`src/design/afp_pkg.sv`:
```
// Shared constants and types for the ASCII position frame parser.
package afp_pkg;

    // Item function codes
    localparam logic FUNC_PARSE = 1'b0;
    localparam logic FUNC_TIME  = 1'b1;

    // ASCII codes recognized by the parser
    localparam logic [7:0] ASCII_X     = 8'h58;
    localparam logic [7:0] ASCII_MINUS = 8'h2D;
    localparam logic [7:0] ASCII_ZERO  = 8'h30;
    localparam logic [7:0] ASCII_NINE  = 8'h39;
    localparam logic [7:0] ASCII_LF    = 8'h0A;
    localparam logic [7:0] ASCII_CR    = 8'h0D;

    // Accumulator: holds at most 9999
    localparam int unsigned ACC_W = 14;
    localparam logic [ACC_W-1:0] ACC_LIMIT = 14'd1000;
    localparam logic [ACC_W-1:0] ACC_MAX   = 14'd9999;
    localparam logic [ACC_W-1:0] POS_LIMIT = 14'd125;

    // Register file
    localparam int unsigned PADDR_W = 3;
    localparam logic REG_TIMEOUT = 1'b0;   // register index, paddr[2]
    localparam logic [15:0] TIMEOUT_RESET = 16'd100;

    // Frame engine status toward the top level
    typedef struct packed {
        logic              accepted;   // this item closed a good frame
        logic signed [7:0] position;   // stored position after this item
        logic [31:0]       last_time;  // stored frame time before this item
    } frame_status_t;

endpackage

```
`src/design/afp_frame.sv`:
```
// Frame state machine: parses one byte per step and holds the stored position.
module afp_frame import afp_pkg::*; (
    input  logic          aclk,
    input  logic          aresetn,
    input  logic          step,
    input  logic [7:0]    rx_byte,
    input  logic [31:0]   now_ms,
    output frame_status_t status
);

    logic [ACC_W-1:0] acc_reg, acc_next;
    logic             neg_reg, neg_next;
    logic             in_frame_reg, in_frame_next;
    logic             has_digit_reg, has_digit_next;
    logic signed [7:0] pos_reg, pos_next;
    logic [31:0]      time_reg, time_next;
    logic             accepted;

    logic is_x, is_minus, is_digit, is_eol;

    assign is_x     = (rx_byte == ASCII_X);
    assign is_minus = (rx_byte == ASCII_MINUS);
    assign is_digit = (rx_byte >= ASCII_ZERO) && (rx_byte <= ASCII_NINE);
    assign is_eol   = (rx_byte == ASCII_LF) || (rx_byte == ASCII_CR);

    always_comb begin
        acc_next       = acc_reg;
        neg_next       = neg_reg;
        in_frame_next  = in_frame_reg;
        has_digit_next = has_digit_reg;
        pos_next       = pos_reg;
        time_next      = time_reg;
        accepted       = 1'b0;
        if (step) begin
            priority if (is_x) begin
                acc_next       = '0;
                neg_next       = 1'b0;
                in_frame_next  = 1'b1;
                has_digit_next = 1'b0;
            end else if (in_frame_reg && is_minus) begin
                neg_next = 1'b1;
            end else if (in_frame_reg && is_digit) begin
                if (acc_reg < ACC_LIMIT) begin
                    // acc*10 + digit; the low nibble of '0'..'9' is the digit
                    acc_next = (acc_reg << 3) + (acc_reg << 1)
                             + {{(ACC_W-4){1'b0}}, rx_byte[3:0]};
                    has_digit_next = 1'b1;
                end
            end else if (in_frame_reg && is_eol) begin
                // -125..125 holds for either sign exactly when acc <= 125
                if (has_digit_reg && (acc_reg <= POS_LIMIT)) begin
                    pos_next  = neg_reg ? -$signed(acc_reg[7:0]) : $signed(acc_reg[7:0]);
                    time_next = now_ms;
                    accepted  = 1'b1;
                end
                in_frame_next = 1'b0;
            end else begin
                // byte ignored
            end
        end
    end

    always_ff @(posedge aclk) begin
        if (!aresetn) begin
            acc_reg       <= '0;
            neg_reg       <= 1'b0;
            in_frame_reg  <= 1'b0;
            has_digit_reg <= 1'b0;
            pos_reg       <= '0;
            time_reg      <= '0;
        end else begin
            acc_reg       <= acc_next;
            neg_reg       <= neg_next;
            in_frame_reg  <= in_frame_next;
            has_digit_reg <= has_digit_next;
            pos_reg       <= pos_next;
            time_reg      <= time_next;
        end
    end

    assign status.accepted  = accepted;
    assign status.position  = pos_next;
    assign status.last_time = time_reg;

    a_acc_bound: assert property (@(posedge aclk) disable iff (!aresetn)
        acc_reg <= ACC_MAX)
        else $error("accumulator above 9999");

    a_no_digit_zero: assert property (@(posedge aclk) disable iff (!aresetn)
        !has_digit_reg |-> (acc_reg == '0))
        else $error("accumulator nonzero without a digit");

    a_accept_time: assert property (@(posedge aclk) disable iff (!aresetn)
        accepted |=> (time_reg == $past(now_ms)))
        else $error("frame time not captured on accept");

endmodule

```
`src/design/ascii_position_frame_parser.sv`:
```
// Top level of the ASCII position frame parser: handshake, register port, result stage.
//
// Parses frames such as "X:+123" ended by LF or CR, one byte per item, and
// returns one result per item: the stored position, a fresh flag and whether
// this byte closed an accepted frame. A frame is stored (with its now_ms)
// only if it held a digit and its value lies in -125..125. An item with
// func = 1 only checks the time. Throughput is one item per clock while
// m_ready does not hold back a waiting result: each item lands in the input
// register and then moves into the result register. Parse state advances at
// the edge where an item moves from the input register into the result
// register, so the next item already sees it. The result register frees the
// input side: a new item is taken while a finished result waits, as long as
// the input register is empty or moving. fresh means (now_ms - last frame
// time) mod 2^32 is at most timeout_ms (register 0, byte address 0, reset
// 100), judged after the item's own byte. timeout_ms is to be written over
// APB only while the block is idle; the block itself does not enforce this.
// pready is tied high.
module ascii_position_frame_parser import afp_pkg::*; (
    input  logic               aclk,
    input  logic               aresetn,
    // input items
    input  logic               s_valid,
    output logic               s_ready,
    input  logic               s_func,
    input  logic [7:0]         s_rx_byte,
    input  logic [31:0]        s_now_ms,
    // result items
    output logic               m_valid,
    input  logic               m_ready,
    output logic signed [7:0]  m_position_mm,
    output logic               m_fresh,
    output logic               m_frame_accepted,
    // register port
    input  logic               psel,
    input  logic               penable,
    input  logic               pwrite,
    input  logic [PADDR_W-1:0] paddr,
    input  logic [31:0]        pwdata,
    output logic [31:0]        prdata,
    output logic               pready
);

    // ---------------- register port ----------------
    logic [15:0] timeout_reg;
    logic        reg_sel;

    assign pready  = 1'b1;
    assign reg_sel = (paddr[2] == REG_TIMEOUT);
    assign prdata  = reg_sel ? {16'b0, timeout_reg} : '0;

    always_ff @(posedge aclk) begin
        if (!aresetn) begin
            timeout_reg <= TIMEOUT_RESET;
        end else if (psel && penable && pwrite && pready && reg_sel) begin
            timeout_reg <= pwdata[15:0];
        end
    end

    // ---------------- input register ----------------
    logic        in_valid_reg;
    logic        in_func_reg;
    logic [7:0]  in_byte_reg;
    logic [31:0] in_now_reg;
    logic        out_free;
    logic        advance;

    assign out_free = !m_valid || m_ready;
    assign advance  = in_valid_reg && out_free;
    assign s_ready  = !in_valid_reg || out_free;

    always_ff @(posedge aclk) begin
        if (!aresetn) begin
            in_valid_reg <= 1'b0;
        end else if (s_valid && s_ready) begin
            in_valid_reg <= 1'b1;
        end else if (advance) begin
            in_valid_reg <= 1'b0;
        end
    end

    always_ff @(posedge aclk) begin
        if (s_valid && s_ready) begin
            in_func_reg <= s_func;
            in_byte_reg <= s_rx_byte;
            in_now_reg  <= s_now_ms;
        end
    end

    // ---------------- frame engine ----------------
    frame_status_t frame_status;
    logic          parse_step;
    logic [31:0]   age;
    logic          fresh;

    assign parse_step = advance && (in_func_reg == FUNC_PARSE);

    afp_frame u_frame (
        .aclk    (aclk),
        .aresetn (aresetn),
        .step    (parse_step),
        .rx_byte (in_byte_reg),
        .now_ms  (in_now_reg),
        .status  (frame_status)
    );

    // An accepted frame stores now_ms, so its age is zero and always fresh.
    assign age   = in_now_reg - frame_status.last_time;
    assign fresh = frame_status.accepted || (age <= {16'b0, timeout_reg});

    // ---------------- result register ----------------
    logic              m_valid_reg;
    logic signed [7:0] pos_out_reg;
    logic              fresh_reg;
    logic              accepted_reg;

    always_ff @(posedge aclk) begin
        if (!aresetn) begin
            m_valid_reg <= 1'b0;
        end else if (advance) begin
            m_valid_reg <= 1'b1;
        end else if (m_ready) begin
            m_valid_reg <= 1'b0;
        end
    end

    always_ff @(posedge aclk) begin
        if (advance) begin
            pos_out_reg  <= frame_status.position;
            fresh_reg    <= fresh;
            accepted_reg <= frame_status.accepted;
        end
    end

    assign m_valid          = m_valid_reg;
    assign m_position_mm    = pos_out_reg;
    assign m_fresh          = fresh_reg;
    assign m_frame_accepted = accepted_reg;

    // ---------------- checks ----------------
    a_accept_fresh: assert property (@(posedge aclk) disable iff (!aresetn)
        (m_valid && m_frame_accepted) |-> m_fresh)
        else $error("accepted frame reported stale");

    a_accept_range: assert property (@(posedge aclk) disable iff (!aresetn)
        (m_valid && m_frame_accepted) |->
            (($signed(m_position_mm) >= -8'sd125) && ($signed(m_position_mm) <= 8'sd125)))
        else $error("accepted position out of range");

    a_ready_when_empty: assert property (@(posedge aclk) disable iff (!aresetn)
        (!in_valid_reg || !m_valid_reg) |-> s_ready)
        else $error("input stalled with a free stage");

endmodule
```
`config.mk`:
```
export PLATFORM = sky130hd
export DESIGN_NAME = ascii_position_frame_parser
export DESIGN_NICKNAME = d
export VERILOG_FILES = /design/src/design/afp_pkg.sv /design/src/design/afp_frame.sv /design/src/design/ascii_position_frame_parser.sv
export SDC_FILE = /design/constraint.sdc
export NUM_CORES = 1
export LEC_CHECK = 0
export BUFFER_PORTS_ARGS = -buffer_cell sky130_fd_sc_hd__buf_2
export CORE_MARGIN = 2
export CORE_UTILIZATION = 58
export CTS_CLUSTER_DIAMETER = 80
export CTS_CLUSTER_SIZE = 30
export DETAILED_ROUTE_END_ITERATION = 16
export GPL_ROUTABILITY_DRIVEN = 0
export GPL_TIMING_DRIVEN = 0
export PLACE_DENSITY = 0.82
export SLEW_MARGIN = 10
export SYNTH_ARGS = -nofsm -noshare
export SYNTH_HDL_FRONTEND = slang
export SYNTH_SLANG_ARGS = --single-unit
export TNS_END_PERCENT = 10
```
`constraint.sdc`:
```
create_clock -name aclk -period 5 [get_ports aclk]
set_input_delay 0.25 -clock aclk [delete_from_list [all_inputs] [get_ports aclk]]
set_output_delay 0.25 -clock aclk [all_outputs]
set_load 0.01 [all_outputs]
```
Word level (Yosys, flattened, before mapping):

Cells that the tools add are included.

* register bits: 126
* output and inout bits: 45
* logic and storage cells: 94

* add/subtract/negate cells: 4
* magnitude comparators: 5
* equality and inequality tests: 6
* multiplexer cells: 32
* bitwise gates (word level): 5
* reduce and logical (&&, ||, !) cells: 27

Operator list (number)
* $mux 14: 4
* $mux 8: 7
* $le 32x16->1: 1
* $sub 32x32->32: 1
* $mux 1: 20
* $eq 8x4->1 const B: 2
* $mux 16: 1
* $add 14x14->14: 1
* $add 14x4->14: 1
* $le 14x7->1 const B: 1
* $lt 14x10->1 const B: 1
* $reduce_bool 2->1: 6
* $logic_and 1x1->1: 11
* $eq 8x6->1 const B: 1
* $eq 8x7->1 const B: 1
* $ge 8x6->1 const B: 1
* $le 8x6->1 const B: 1
* $neg 8->8: 1
* $reduce_and 4->1: 2
* $reduce_and 6->1: 1
* $not 1->1: 5
* $logic_or 1x1->1: 4
* $ne 2x1->1 const B: 2
* $logic_not 1->1: 2
* $reduce_and 2->1: 1

Depth between registers and ports, before layout:

Gate-level depths: netlist (run 1).

* word-level depth: 9
* gate-level depth with buffers: 21

Modules after synthesis:

A second synthesis (run 1) with hierarchy kept.

* cells, all modules: 871
* area, all modules: 7957.6 µm²

Modules (own cells, without submodules)
* ascii_position_frame_parser: times used 1, cells each 535, area each 4839.6 µm², sequential area each 1891.8 µm²
* afp_frame: times used 1, cells each 336, area each 3118.0 µm², sequential area each 1141.1 µm²

Least setup slack after synthesis (run 1):

Ideal clock, no wire load.

* path type: reg-to-reg
* start: reg in_now_reg[0]
* end: reg fresh_reg (netlist: m_fresh), data pin
* arrival: 4014 ps
* setup slack: 854 ps
* cell stages (with the launch flop): 22
* cells stage by stage: edfxtp_1 inv_1 ha_1 fa_1 nand2b_1 a211o_1 a31oi_1 and2_1 o21a_1 nor2_1 xnor2_1 ha_1 a21oi_1 nand2_1 a221oi_1 nor2_1 a2111oi_0 o21ai_0 nor4_1 nand4_1 nor4b_2 a41o_1

* cells in the longest elaborated chain, start to end: 3

RTL lines
* start, declared: line ascii_position_frame_parser.sv:63 `logic [31:0] in_now_reg;`
* start signal, assigned: line ascii_position_frame_parser.sv:85 `in_now_reg <= s_now_ms;`
* $sub 32x32->32: line ascii_position_frame_parser.sv:107 `assign age = in_now_reg - frame_status.last_time;`
* $le 32x16->1: line ascii_position_frame_parser.sv:108 `assign fresh = frame_status.accepted || (age <= {16'b0, timeout_reg});`
* $logic_or 1x1->1: line ascii_position_frame_parser.sv:108
* named net fresh: line ascii_position_frame_parser.sv:93 `logic fresh;`
* end signal, assigned: line ascii_position_frame_parser.sv:129 `fresh_reg <= fresh;`
* end, declared: line ascii_position_frame_parser.sv:113 `logic fresh_reg;`

The timed path passes the listed nets, and every way through them passes these cells.
A chain may end at the register's enable or synchronous reset.

Final worst setup path (run 1):

Same ends and word-level chain as after synthesis.

==> impl_metrics.json, run 1 <==
{
  "clock.fmax_ghz": 0.219,
  "ys_top_cells_by_count": "81 x nand2_1, 75 x dfxtp_1, 71 x ha_1",
  "holdWs_ps": 9.17,
  "grt_antenna_before_repair": 0,
  "peakVddDrop_mv": 0.283,
  "fp.dieArea_sq_um": 14500,
  "dieWidth_microns": 120,
  "tns_ps": 0,
  "synthFlopType": "dfxtp_1",
  "grt_use_total_pct": 26.9,
  "worstSetupPathType": "reg2reg",
  "relSlewSlack_pct": 44.8,
  "route.vias.total": 6771,
  "finalSetupViolCount": 0,
  "postPlaceCellArea_sq_um": 8590,
  "initial_core_util_pct": 59.2,
  "synthArstFlopShare_pct": 0,
  "design.portCount": 128,
  "worst_clock_skew_ps": 6.88,
  "syn-cell-area_sq_um": 7840,
  "post_cts_buffers": 0,
  "drv_cap": 0,
  "vias_per_cell": 5.61,
  "wl_per_cell_microns": 15.9,
  "yosys.area.top_type": "edfxtp_1",
  "drc": 0,
  "drt_iter0_drc": 559,
  "first_pass_iters": 5,
  "dp_cells": 1139,
  "htreeDepth": 4,
  "synth_top_area_share_pct": 19.5,
  "syn_area_per_cell_sq_um": 9.15,
  "status": "completed",
  "stdcell_count": 1208,
  "p_leak_nw": 3.86,
  "critPathMaxFanout": 4,
  "n_antenna_cell": 0,
  "drv_slew": 0,
  "synth.distinct_cells": 70,
  "total_power_mw": 2.71,
  "grt_pass1_wl_mm": 30.6,
  "clk_latency_ps": 430,
  "clockRootBuffer": "clkbuf_16",
  "clock_sinks": 126,
  "path_clk_slew_ps": 60,
  "fin_crit_ps": 4570,
  "die_h_microns": 120,
  "postSynthCellCount": 857,
  "synth-seq-area-share_pct": 38.7,
  "timing_hold_violations_final": 0,
  "synth_seq_cells": 126,
  "core-area_sq_um": 13200,
  "required_ps": 5290,
  "design_area_sq_um": 9590,
  "tightest_slew_ps": 826,
  "wl_mm": 19.2,
  "ant_nets": 0,
  "drive_gt1_share_pct": 16.6,
  "rows": 42,
  "yosys-top-cells-area": "edfxtp_1 20%, dfxtp_1 19%, ha_1 11%",
  "fin_crit_sh_pct": 91.4,
  "portBuffers": 90,
  "clockBufferDepth": 2,
  "nets": 1176,
  "hold_path.class": "in2reg",
  "grt_max_degree": 27,
  "worstPathArrival_ps": 4860,
  "grt-ovfl-total": 0,
  "p_per_area_nw_per_um2": 283,
  "cp-end-kind": "flop",
  "ys_warn_count": 0,
  "first_global_vias": 6542,
  "synth.most_common_cell": "nand2_1",
  "dp_hpwl_mm": 13.3,
  "syn_to_final_growth_pct": 22.2,
  "start_kind": "flop",
  "synth_edf_count": 51,
  "rsz0062_at_grt": "no",
  "cts_buffers": 17,
  "cts_tree": "done"
}
[repair_timing]
item,in CTS,in global routing
endpoints found under the hold margin,34,3
endpoints found under the setup margin,0,1
hold buffers,34,3
resized for setup,0,5
[final timing paths]
kind                            slack (ps)  depth (start not counted)                    startpoint                           end
worst max-delay path                   430                         21       in_now_reg[0]$_DFFE_PP_             m_fresh$_DFFE_PP_
worst min-delay path                     9                          1                   s_now_ms[4]       in_now_reg[4]$_DFFE_PP_
worst max register to register         430                         21       in_now_reg[0]$_DFFE_PP_             m_fresh$_DFFE_PP_
worst min register to register         470                          2  timeout_reg[13]$_SDFFE_PN0P_  timeout_reg[13]$_SDFFE_PN0P_
[routing by layer]
metal / share of wire, % / track usage (%)
met1: 42 / 31.8
met2: 50 / 47.2
met3: 6.0 / 6.46
met4: 2.0 / 10.5
met5: 0 / 0
[critical path, stage by stage, from the launching register on]
cell and delay [ps]:
edfxtp_1 350, inv_1 50, ha_1 220, fa_1 420, nand2b_1 200, a211o_1 310, a31oi_2 190, and2_1 210
o21a_1 130, nor2_1 60, xnor2_1 130, ha_1 330, a21oi_1 160, nand2_1 70, a221oi_1 260, nor2_1 90
a2111oi_2 280, o21ai_1 170, nor4_2 150, nand4_1 160, nor4b_2 280, a41o_1 220
[cell usage in the layout, fill, tap and decap left out, drive strengths merged, types with 4 or more instances in the layout]
master / Yosys / final
buf: 25 / 116
nand2: 81 / 81
dfxtp: 75 / 75
ha: 71 / 71
inv: 68 / 68
nor2: 55 / 55
a21oi: 55 / 55
edfxtp: 51 / 51
clkbuf: 27 / 50
nor2b: 43 / 43
dlygate4sd3: 0 / 37
mux2i: 34 / 34
o21ai: 33 / 33
nand3: 30 / 30
a21boi: 25 / 25
xnor2: 22 / 22
conb: 2 / 17
nand4: 14 / 14
xor2: 13 / 13
and2: 12 / 12
nor3: 10 / 10
nand2b: 9 / 9
a21o: 9 / 9
o21a: 8 / 8
o211ai: 6 / 6
and3: 6 / 6
a2111oi: 6 / 6
nor4b: 5 / 5
nand4b: 4 / 4
or2: 4 / 4
clkinv: 0 / 4
[through the flow]
| step | worst slack (ps) | util (%) |
|---|---|---|
| after floorplan | 854 | - |
| after global routing | 56.8 | 72.4 |
| after global placement | 194 | 64.7 |
| final | 432 | 72.4 |
| after CTS | 215 | 72.0 |
| after detailed placement | 245 | 64.9 |
[power breakdown]
group | internal, mW | switching [mW] | leakage, nW
Clock | 0.804 | 0.465 | 0.289
Sequential | 1.10 | 0.0172 | 1.10
Combinational | 0.150 | 0.179 | 2.47
Total | 2.05 | 0.662 | 3.86
[cell families after synthesis]
| logic type | share of synthesized area (%) |
|---|---|
| AOI/OAI and AO/OA | 15.1 |
| buffers and inverters | 6.81 |
| xor gates and xnor gates | 3.91 |
| muxes | 4.77 |
| DFF | 38.7 |
| and+or+nand+nor | 18.6 |
| other | 0.0957 |
| adders and majority gates | 12.1 |
[area by class of cell]
type / count / area (sq um)
Clock inverter: 9 / 106
Clock buffer: 23 / 500
Sequential cell: 126 / 3030
Timing Repair Buffer: 128 / 841
Multi-Input combinational cell: 626 / 4350
Inverter: 68 / 255
Fill cell: 1023 / 3650
Buffer: 52 / 279
Tap cell: 176 / 220
Power figures use the tool's default switching activity.
==> run 2, diff against run 1 <==
ABC_AREA = 1   (was default)
CORE_UTILIZATION = 59   (was 58)
SYNTH_HIERARCHICAL = 1   (was default)
==> run 2 against run 1 <==
  * Flip-flop and latch count stayed put
  * Non-clock buffer count is 16 lower
  * Highest routed layer unchanged
  * Synthesized cell count is 59% higher
  * Clock skew is 4.0 ps higher
  * Sequential share of layout area is 3.4 points lower
  * Area after synthesis is 16% higher
  * Clock power hardly changed
  * Cell count is 43% higher
  * Hold slack better by 1.9 ps
  * Die area is 13% higher
  * Global-route usage is 0.34 points higher
  * Critical path depth is 1 lower
  * Largest cell class unchanged
==> impl_metrics.json, run 2 <==
{
  "fin_crit_sh_pct": 67.7,
  "start_kind": "flop",
  "clockBufferDepth": 2,
  "n_antenna_cell": 0,
  "cts_tree": "done",
  "ys_top_cells_by_count": "416 x nand2_1, 279 x inv_1, 165 x nor2_1",
  "drv_cap": 0,
  "n_fill_cell": 1216,
  "synth.most_common_cell": "nand2_1",
  "drt_iter0_drc": 580,
  "rows": 45,
  "cts_buffers": 17,
  "design.portCount": 128,
  "clock_sinks": 126,
  "drv_slew": 0,
  "portBuffers": 91,
  "ys_warn_count": 6,
  "post_cts_buffers": 0,
  "drive_gt1_share_pct": 13.4,
  "postSynthCellCount": 1366,
  "synth_edf_count": 51,
  "final_core_util_pct": 71.2,
  "drc": 0,
  "htreeDepth": 4,
  "timing_hold_violations_final": 0,
  "tightest_slew_ps": 542,
  "grt-ovfl-total": 0,
  "relSlewSlack_pct": 63.8,
  "ant_nets": 0,
  "ff2ff_setup_slack_ps": 1620,
  "die_h_microns": 128,
  "multi_input_area_sq_um": 4760,
  "status": "completed",
  "rsz0062_at_grt": "no",
  "p_leak_nw": 5.85,
  "first_pass_iters": 8,
  "synth-seq-area-share_pct": 33.5,
  "first_global_vias": 8073,
  "grt_max_degree": 32,
  "synth_seq_cells": 126,
  "synth_top_area_share_pct": 17.2,
  "peakVddDrop_mv": 0.271,
  "synthArstFlopShare_pct": 0,
  "dp_hpwl_mm": 16.1,
  "vias_per_cell": 5.02,
  "tns_ps": 0,
  "wl_per_cell_microns": 12.6,
  "wl_mm": 21.7,
  "fin_crit_ps": 3380,
  "path_clk_slew_ps": 60,
  "cp-end-kind": "flop",
  "syn-cell-area_sq_um": 9060,
  "required_ps": 5290,
  "ff_latch_area_sq_um": 3030,
  "clk_latency_ps": 420,
  "initial_core_util_pct": 60.1,
  "clock.fmax_ghz": 0.296,
  "synthFlopType": "dfxtp_1",
  "synth.distinct_cells": 39,
  "route.vias.total": 8641,
  "grt_pass1_wl_mm": 35.9,
  "yosys-top-cells-area": "nand2_1 17%, edfxtp_1 17%, dfxtp_1 17%",
  "grt_antenna_before_repair": 0,
  "finalSetupViolCount": 0,
  "critPathMaxFanout": 4,
  "core-area_sq_um": 15100,
  "final_cell_mix": "416 x nand2_1, 278 x inv_1, 165 x nor2_1, 99 x buf_2, 75 x dfxtp_1",
  "fp.dieArea_sq_um": 16400,
  "p_per_area_nw_per_um2": 259,
  "worstPathArrival_ps": 3670,
  "clockRootBuffer": "clkbuf_16",
  "syn_to_final_growth_pct": 18.5,
  "nets": 1680,
  "final_common_cell": "nand2_1",
  "grt_use_total_pct": 27.3,
  "yosys.area.top_type": "nand2_1",
  "dieWidth_microns": 128,
  "hold_path.class": "in2reg",
  "syn_area_per_cell_sq_um": 6.63,
  "worstSetupPathType": "reg2reg",
  "worst_clock_skew_ps": 10.9
}
==> run 2: changes by cell type after synthesis, sizes merged, moves of 16 or more <==
| cell | before | now |
|---|---|---|
| nand2 | 81 | 439 |
| inv | 68 | 283 |
| nor2 | 55 | 179 |
| nor2b | 43 | 0 |
| nand3 | 30 | 72 |
| mux2i | 34 | 0 |
| a21boi | 25 | 0 |
| xnor2 | 22 | 2 |
| clkbuf | 27 | 11 |
==> run 2: logic make-up (layout without fill, tap and decap cells) <==
| group | count (synthesis) | in the layout | synth area share (%) |
|---|---|---|---|
| buffers and inverters | 325 | 479 | 14.6 |
| XOR/XNOR | 20 | 20 | 1.93 |
| other | 2 | 17 | 0.0829 |
| flip-flops | 126 | 126 | 33.5 |
| AO/OA/AOI/OAI | 89 | 89 | 5.08 |
| AND/OR/NAND/NOR | 729 | 729 | 34.2 |
| adder cells (fa/ha/maj) | 75 | 75 | 10.6 |
==> run 2: worst max-delay path, stage by stage (launching register included) <==
cell and delay (ps):
edfxtp_1 440, ha_1 440, nand2_2 110, nor2_1 240
nand2_1 110, inv_1 80, nand2_2 50, nand2_2 80
xor2_1 280, ha_1 310, a21oi_1 130, o21ai_0 110
a21oi_1 130, nand2_1 70, nand2_1 80, nand2_1 60
nor2_1 100, nand3b_1 120, nor2_1 110, nand2_1 120
nand2_1 90
==> run 2: final timing paths <==
| path | startpoint | end | depth (start not counted) |
|---|---|---|---|
| worst min-delay path | s_now_ms[30] | in_now_reg[30]$_DFFE_PP_ | 1 |
| worst max register to register | in_now_reg[8]$_DFFE_PP_ | m_fresh$_DFFE_PP_ | 20 |
| worst min register to register | u_frame/pos_reg[0]$_SDFF_PN0_ | u_frame/pos_reg[0]$_SDFF_PN0_ | 2 |
| worst max-delay path | in_now_reg[8]$_DFFE_PP_ | m_fresh$_DFFE_PP_ | 20 |
==> run 2: final cells by class <==
type | instances | area share, %
buffer | 42 | 2.47
clock inverter | 13 | 1.57
tap | 188 | 2.19
multi-input combinational | 930 | 44.3
inverter | 283 | 9.89
timing repair buffer | 122 | 7.22
sequential | 126 | 28.2
clock buffer | 19 | 4.12
==> run 2: report_power, final <==
part / switching [mW] / total [mW] / internal, mW / leakage, nW
Sequential: 0.0160 / 1.12 / 1.10 / 1.10
Clock: 0.463 / 1.30 / 0.839 / 0.293
Combinational: 0.216 / 0.361 / 0.145 / 4.45
Total: 0.696 / 2.78 / 2.08 / 5.85
==> run 2: timing repair <==
item	4_1_cts	5_1_grt
endpoints found under the setup margin	0	0
hold buffers	30	0
hold endpoints to repair	30	0
gates resized for setup	0	0
==> run 2: through the flow <==
| stage | total power [mW] | instance area (sq um) | hold WS, ps | worst slack (ps) | cells |
|---|---|---|---|---|---|
| finish | 2.78 | 10700 | 11.0 | 1620 | 1723 |
| global route | 2.88 | 10700 | 3.91 | 1390 | 1723 |
| CTS | 2.79 | 10700 | 2.69 | 1690 | 1723 |
| detailed placement | 1.47 | 9830 | 428 | 1720 | 1661 |
| global placement | 1.46 | 9810 | 426 | 1790 | 1660 |
| floorplan | 1.38 | 9120 | 349 | 2280 | 1381 |
==> run 2: layer usage <==
metal | vias up | wire, microns | track usage, %
li1 | 4443 | - | -
met1 | 3856 | 9620 | 33.7
met2 | 291 | 10200 | 47.1
met3 | 51 | 1350 | 4.59
met4 | 0 | 518 | 11.4
met5 | - | 0 | 0
==> run 3, diff against run 2 <==
ABC_AREA = 0   (was 1)
CORE_UTILIZATION = 52   (was 59)
PLACE_DENSITY = 0.77   (was 0.82)
clock period = 3.01 ns   (was 5 ns; I/O delays follow)
==> run 3 against run 2 <==
  * The flow now finishes with violations (negative setup slack)
  * Critical path depth fell by 1
  * Global-route usage fell by 3.8 points
  * Cell area fell by 6.6%
  * Die area fell by 0.36%
  * Cell count fell by 27%
  * Worst setup slack got worse by 2400 ps
  * Area after synthesis fell by 12%
  * Flip-flop and latch count did not move
  * Count of clock-buffer cells in the layout fell by 1
  * Critical path type unchanged
  * Largest cell class unchanged
  * Largest power group unchanged
==> impl_metrics.json, run 3 <==
{
  "status": "complete, but fails checks",
  "failed_checks": "negative setup slack",
  "critPathTopFamily": "compound AO/OA/AOI/OAI gates",
  "final_cell_mix": "99 x buf_2, 81 x nand2_1, 74 x dfxtp_1, 70 x ha_1, 68 x inv_1",
  "cp-end-kind": "flop",
  "clockBufferDepth": 2,
  "synth.distinct_cells": 69,
  "yosys-top-cells-area": "edfxtp_1 19%, dfxtp_1 19%, ha_1 11%",
  "rsz0062_at_grt": "yes",
  "worst_clock_skew_ps": 9.14,
  "holdWs_ps": 95.7,
  "route.vias.total": 6710,
  "n_antenna_cell": 0,
  "fin_crit_ps": 3840,
  "nets": 1219,
  "final_common_cell": "buf_2",
  "drv_cap": 0,
  "ant_nets": 0,
  "cts_buffers": 17,
  "tightest_slew_ps": 908,
  "dieWidth_microns": 128,
  "multi_input_area_sq_um": 4510,
  "worstPathArrival_ps": 4000,
  "portBuffers": 91,
  "grt-ovfl-total": 0,
  "cpPeakStageDelay_ps": 540,
  "synth.most_common_cell": "nand2_1",
  "cts_tree": "done",
  "syn_area_per_cell_sq_um": 9.14,
  "relSlewSlack_pct": 38.7,
  "synth_seq_cells": 126,
  "fp.dieArea_sq_um": 16300,
  "critPathBufInv": 3,
  "fin_crit_sh_pct": 128,
  "dp_cells": 1166,
  "required_ps": 3170,
  "timing_hold_violations_final": 0,
  "finalSetupViolCount": 1,
  "grt_max_degree": 34,
  "cpMaxStageDelayCell": "a2111oi_0",
  "drv_slew": 0,
  "clock_sinks": 126,
  "path_clk_slew_ps": 70,
  "grt_pass1_wl_mm": 30.7,
  "clockRootBuffer": "clkbuf_16",
  "first_pass_iters": 5,
  "drc": 0,
  "drt_iter0_drc": 404,
  "first_global_vias": 6562,
  "ff_latch_area_sq_um": 3030,
  "core-area_sq_um": 15100,
  "vias_per_cell": 5.32,
  "grt_antenna_before_repair": 0,
  "synth-seq-area-share_pct": 38.1,
  "synth_top_area_share_pct": 19.2,
  "die_h_microns": 128,
  "worstSetupPathType": "reg2reg",
  "clk_latency_ps": 420,
  "peakVddDrop_mv": 0.404,
  "p_per_area_nw_per_um2": 448,
  "fin_ws_ps": -829,
  "syn-cell-area_sq_um": 7960,
  "synthFlopType": "dfxtp_1",
  "ys_warn_count": 6,
  "yosys.area.top_type": "edfxtp_1",
  "postSynthCellCount": 871,
  "design.portCount": 128,
  "start_kind": "flop",
  "drive_gt1_share_pct": 17.5,
  "post-place-ws_ps": -1050,
  "rows": 45,
  "cp_cell_sequence": "buf_4 -> inv_1 -> fa_2 -> nand2b_4 -> a21o_1 -> and2_4 -> nor2_4 -> o21ai_1 -> and2_1 -> xnor2_1 -> ha_1 -> nand4_1 -> buf_4 -> a2111oi_0 -> nor3_2 -> o21ai_2 -> nor4_2 -> nand4_1 -> o41ai_2",
  "initial_core_util_pct": 52.7,
  "synth_edf_count": 51,
  "grt_use_total_pct": 23.4,
  "htreeDepth": 4,
  "wl_per_cell_microns": 15.0,
  "clock.fmax_ghz": 0.260,
  "hold_path.class": "in2reg",
  "p_leak_nw": 4.27,
  "ys_top_cells_by_count": "81 x nand2_1, 75 x dfxtp_1, 72 x ha_1",
  "wl_mm": 18.9,
  "stdcell_count": 1262,
  "n_fill_cell": 1189,
  "dp_hpwl_mm": 13.4,
  "syn_to_final_growth_pct": 26.0,
  "synthArstFlopShare_pct": 0,
  "critPathMaxFanout": 3
}
==> run 3: changes by cell type after synthesis, moves of 22 or more <==
cell     delta
inv_1     -211
nor2_1    -124
nand3_1    -37
mux2i_1    +37
nand2_1   -335
nor2b_1    +44
nand2_2    -22
==> run 3: final cells by class <==
| cell class | instances | share of cell area, % |
|---|---|---|
| inverter | 68 | 2.54 |
| clock buffer | 18 | 4.49 |
| buffer | 53 | 2.91 |
| sequential | 126 | 30.3 |
| multi-input combinational | 639 | 45.0 |
| timing repair buffer | 156 | 11.0 |
| clock inverter | 14 | 1.50 |
| tap | 188 | 2.35 |
==> run 3: per-layer routing <==
metal  up-vias  track usage (%)  wire, microns
met5         -                0              0
met4         0             6.79            311
met3        27             4.30            639
met2       146             40.9           9170
met1      3098             29.8           8760
li1       3439                -              -
==> run 3: what timing repair did <==
| action | in CTS | in global routing |
|---|---|---|
| buffers inserted | 5 | 1 |
| hold buffers | 58 | 0 |
| endpoints found under the hold margin | 58 | 0 |
| endpoints found under the setup margin | 8 | 1 |
| pin swaps | 18 | 6 |
| resized for setup | 15 | 1 |
==> run 3: through the flow <==
stage               power (mW)  setup TNS [ps]  util, %  cell area, sq um
global placement          2.36           -1140     57.8              8730
floorplan                 2.22            -505        -              8040
detailed placement        2.37           -1170     58.0              8750
global route              4.67            -990     66.5             10000
CTS                       4.51            -968     66.4             10000
finish                    4.49            -829     66.5             10000
==> run 3: logic make-up after synthesis <==
family	Yosys count	share of synthesized area [%]
multiplexers	37	4.65
buffers and inverters	121	6.87
flip-flops	126	38.1
AND/OR/NAND/NOR	284	18.4
AO/OA/AOI/OAI	189	15.7
other	2	0.0944
XOR/XNOR	37	4.07
adder cells (fa/ha/maj)	75	12.1
==> run 3: final timing paths <==
| kind | startpoint | endpoint | slack, ps | cells after the start |
|---|---|---|---|---|
| worst min register to register | u_frame/has_digit_reg$_SDFFE_PN0P_ | u_frame/has_digit_reg$_SDFFE_PN0P_ | 460 | 2 |
| worst max register to register | in_now_reg[1]$_DFFE_PP_ | m_fresh$_DFFE_PP_ | -830 | 19 |
| worst min-delay path | aresetn | timeout_reg[15]$_SDFFE_PN0P_ | 100 | 2 |
| worst max-delay path | in_now_reg[1]$_DFFE_PP_ | m_fresh$_DFFE_PP_ | -830 | 19 |
==> run 3: power breakdown <==
group          total, mW  leakage (nW)  internal, mW  switching [mW]
Sequential          1.85          1.10          1.83          0.0291
Combinational      0.569          2.87         0.272           0.296
Clock               2.07         0.298          1.22           0.851
Total               4.49          4.27          3.31            1.18
